$ cat src/design/mtsp_ram.sv
// Generic single-port-write, one-read RAM with registered read data.
// Uses no package.
`default_nettype none
module mtsp_ram #(
    parameter int WIDTH = 8,
    parameter int DEPTH = 16
) (
    input  wire logic                     i_clk,
    input  wire logic                     i_we,
    input  wire logic [$clog2(DEPTH)-1:0] i_waddr,
    input  wire logic [WIDTH-1:0]         i_wdata,
    input  wire logic [$clog2(DEPTH)-1:0] i_raddr,
    output logic      [WIDTH-1:0]         o_rdata
);
    logic [WIDTH-1:0] r_mem [DEPTH];

    always_ff @(posedge i_clk) begin
        if (i_we) begin
            r_mem[i_waddr] <= i_wdata;
        end
        o_rdata <= r_mem[i_raddr];
    end
endmodule
`default_nettype wire
$ cat config.mk
export PLATFORM = sky130hd
export DESIGN_NAME = mtsp_ram
export DESIGN_NICKNAME = d
export VERILOG_FILES = /design/src/design/mtsp_ram.sv
export SDC_FILE = /design/constraint.sdc
export NUM_CORES = 1
export LEC_CHECK = 0
export ABC_CLOCK_PERIOD_IN_PS = 4160
export BUFFER_PORTS_ARGS = -buffer_cell sky130_fd_sc_hd__buf_2
export CAP_MARGIN = 20
export CORE_MARGIN = 4
export CORE_UTILIZATION = 50
export CTS_BUF_LIST = sky130_fd_sc_hd__clkbuf_4 sky130_fd_sc_hd__clkbuf_8
export DETAILED_ROUTE_END_ITERATION = 7
export PLACE_DENSITY = 0.67
export SLEW_MARGIN = 10
export SYNTH_ARGS = -nofsm -noshare
export SYNTH_HDL_FRONTEND = slang
export SYNTH_SLANG_ARGS = --single-unit
$ cat constraint.sdc
create_clock -name i_clk -period 4.16 [get_ports i_clk]
set_input_delay 0.624 -clock i_clk [delete_from_list [all_inputs] [get_ports i_clk]]
set_output_delay 0.624 -clock i_clk [all_outputs]
set_load 0.05 [all_outputs]
**Word level (Yosys, flattened, before mapping)**

Memories as Yosys holds them, arrays and structs flattened. A register that Yosys moved wholly into a read port is not among the register bits.
Index checks and enable logic that the tools add are counted.

- Register bits after elaboration: 0
- RAM bits: 128
- Input port bits: 18
- Word-level logic and storage cells: 3
- Memories kept: 1

Memories:

| memory | depth | bits a word | read ports | clocked after Yosys merged registers in | write ports | line | source |
|---|---|---|---|---|---|---|---|
| r_mem | 16 | 8 | 1 | 1 | 1 | 15 | `logic [WIDTH-1:0] r_mem [DEPTH];` |

- Multiplexer cells: 2

Operators with widths:

| cell | number |
|---|---|
| 1-bit 2-to-1 mux | 2 |

**Depth between registers and ports, before layout**

- Depth in word-level cells: 2
- Gate-level depth with buffers: 5
- Depth with buffers taken out: 3

**Least setup slack after synthesis**

No wires, ideal clock.

- Kind: in2reg
- Start: in i_waddr[2]
- End: mem r_mem[0][0] (enable)
- Library setup time: 0.383 ns
- Arrival: 1.734 ns
- Data required time: 3.777 ns
- Setup slack: 2.043 ns
- Cell stages on the path: 2
- Buffers on the path: 0
- Path through: or3b_2 nor3_1

RTL lines:

| element | line | source |
|---|---|---|
| from (decl) | 10 | `input wire logic [$clog2(DEPTH)-1:0] i_waddr,` |
| to (decl) | 15 |  |

No word-level cell before the write port.

==> metrics.txt <==
status finished, final reports clean; Die Y 109 µm; Final Non-Filler Cells 413; most frequent cells in the layout 128 x edfxtp_1, 26 x buf_2, 18 x mux4_2, 17 x clkbuf_8, 16 x a22oi_1; first-pass GRT wire length 14600 µm; total power 2.77 mW; area post-placement 0.00539 mm²; Final Hold Viols 0; CTS H-tree lvls 4; Placed Cells 381; gr usage total 0.178; DRC 0; CP Data Required Time 4.47 ns; register bit total from synthesis 136; placer's final routability congestion estimate 0.709; # diodes 0; Tmin final 2.11 ns; Setup Fix Bufs, Post-CTS 0; Final ANT Viol Nets 0; Critical Path AT 2.42 ns; Final period util 0.507; DR pass1 iterations 4; Mean Syn Cell Area 22.5 µm²; chip width 109 µm; Worst-Skew Late Latency 0.43 ns; final number of max-transition violations 0; hold_buf cts 0; via density per instance 5.64; Port Buffers 25; HPWL after DPL 5910 µm; Rows 36; post-route setup TNS 0 ns; worst setup margin 2.05 ns; RSZ-0062 raised after global routing false; Cells after Synth 229; I/O Pins 26; final setup fails 0; Layout Nets 285; die area 0.0120 mm²; vias 2328; Final Skew 0.00824 ns; min-delay worst type in2reg; initial antenna violation count 1; Routed WL per cell 23.1 µm; CP max FO 18; Place WS 1.54 ns; layout cells sized above 1 0.282; GRT overflow 0; CTS tree yes; Power Dens Cells 480 mW/mm²; register area share after synthesis 0.778; Max Clk Rate 475 MHz; Post-Syn Area 0.00515 mm²; startpoint types primary input; CTS sink count 136; Core ar. 0.00991 mm²; Reg clk slew, reported paths 0.08 ns; Rel. slew slack 0.320; synth unique cells 19; Max-Cap Viols 0; initial DRC count 184; kind of critical path in2reg; peak supply drop 0.211 mV; Layout area overhead 12.4%; synth warn 0; Critical Path Sink Type flip-flop; leakage dissipation 1.91 nW; Worst-Margin Slew 1.02 ns; post-CTS resize count 0; fin area 0.00578 mm²; initial core utilization 0.519; clock root buffer clkbuf_8; most common cell after layout, fill and taps aside edfxtp_1; DRT Wirelength 9530 µm; vias in the first global route 2436; CTS buffer count 17; post-synth net total 247; largest net degree at the start of global routing 33; Max Buffers Root-to-Sink 2
## cells in the mapped netlist
| master | number | area (µm²) |
|---|---|---|
| mux4_2 | 18 | 405 |
| edfxtp_1 | 128 | 3840 |
| buf_4 | 1 | 7.51 |
| buf_2 | 3 | 15.0 |
| and2_1 | 1 | 6.26 |
| clkdlybuf4s25_2 | 3 | 30.0 |
| dfxtp_1 | 8 | 160 |
| mux4_1 | 14 | 368 |
| nand3b_1 | 2 | 15.0 |
| nand2b_1 | 2 | 12.5 |
| and2b_1 | 1 | 7.51 |
| nor2b_1 | 1 | 6.26 |
| nand2_1 | 9 | 33.8 |
| or3b_2 | 1 | 8.76 |
| nand3_1 | 1 | 5.00 |
| nor2_1 | 13 | 48.8 |
| buf_6 | 3 | 33.8 |
| nor3_1 | 4 | 20.0 |
| a22oi_1 | 16 | 120 |
## power breakdown
part / internal (mW) / switching [mW]
Clock: 0.591 / 0.482
Sequential: 1.53 / 0.00884
Combinational: 0.0555 / 0.106
## path summary, 6_finish.rpt
kind,from,depth (start not counted),slack (ns),endpoint
hold reg to reg,r_mem[10][6]$_DFFE_PP_,3,0.68,o_rdata[6]$_DFF_P_
setup / recovery,i_raddr[0],5,2.05,o_rdata[5]$_DFF_P_
hold / removal,i_wdata[1],1,0.58,r_mem[8][1]$_DFFE_PP_
setup reg to reg,r_mem[1][3]$_DFFE_PP_,3,2.81,o_rdata[3]$_DFF_P_
## area by class of cell
cell class / count / area (µm²)
flip-flops and latches: 136 / 4000
clock inverters: 14 / 158
fillers: 730 / 4130
clock buffers: 18 / 241
repair buffers: 29 / 153
well taps: 133 / 166
multi-input cells: 83 / 1060
## state kept, by name (all words and copies together), names as in the netlist
register and flops:
o_rdata 8, r_mem 128
## logic make-up (layout without fill, tap and decap cells)
kind of cell,count (synthesis),in the layout,share of synthesized area
mux,32,32,0.150
buf+inv,10,61,0.0168
simple gates,35,35,0.0318
compound gates,16,16,0.0233
flops,136,136,0.778
## layer usage
metal | vias up | routed length [µm] | track usage
li1 | 1046 | - | -
met1 | 1205 | 4080 | 0.246
met2 | 63 | 4730 | 0.273
met3 | 12 | 584 | 0.0487
met4 | 2 | 121 | 0.0659
met5 | - | 13 | 0
## worst max-delay path: stages
cell	delay, ns
buf_2	0.40
buf_4	0.41
mux4_1	0.59
a22oi_1	0.27
nand2_1	0.10
## metrics by stage
stage	hold WS [ns]	utilization
after CTS	0.544	0.584
final	0.576	0.584
after global routing	0.563	0.584
after floorplan	0.629	-
after global placement	0.643	0.543
after detailed placement	0.663	0.543
(Power assumes the default switching activity.)
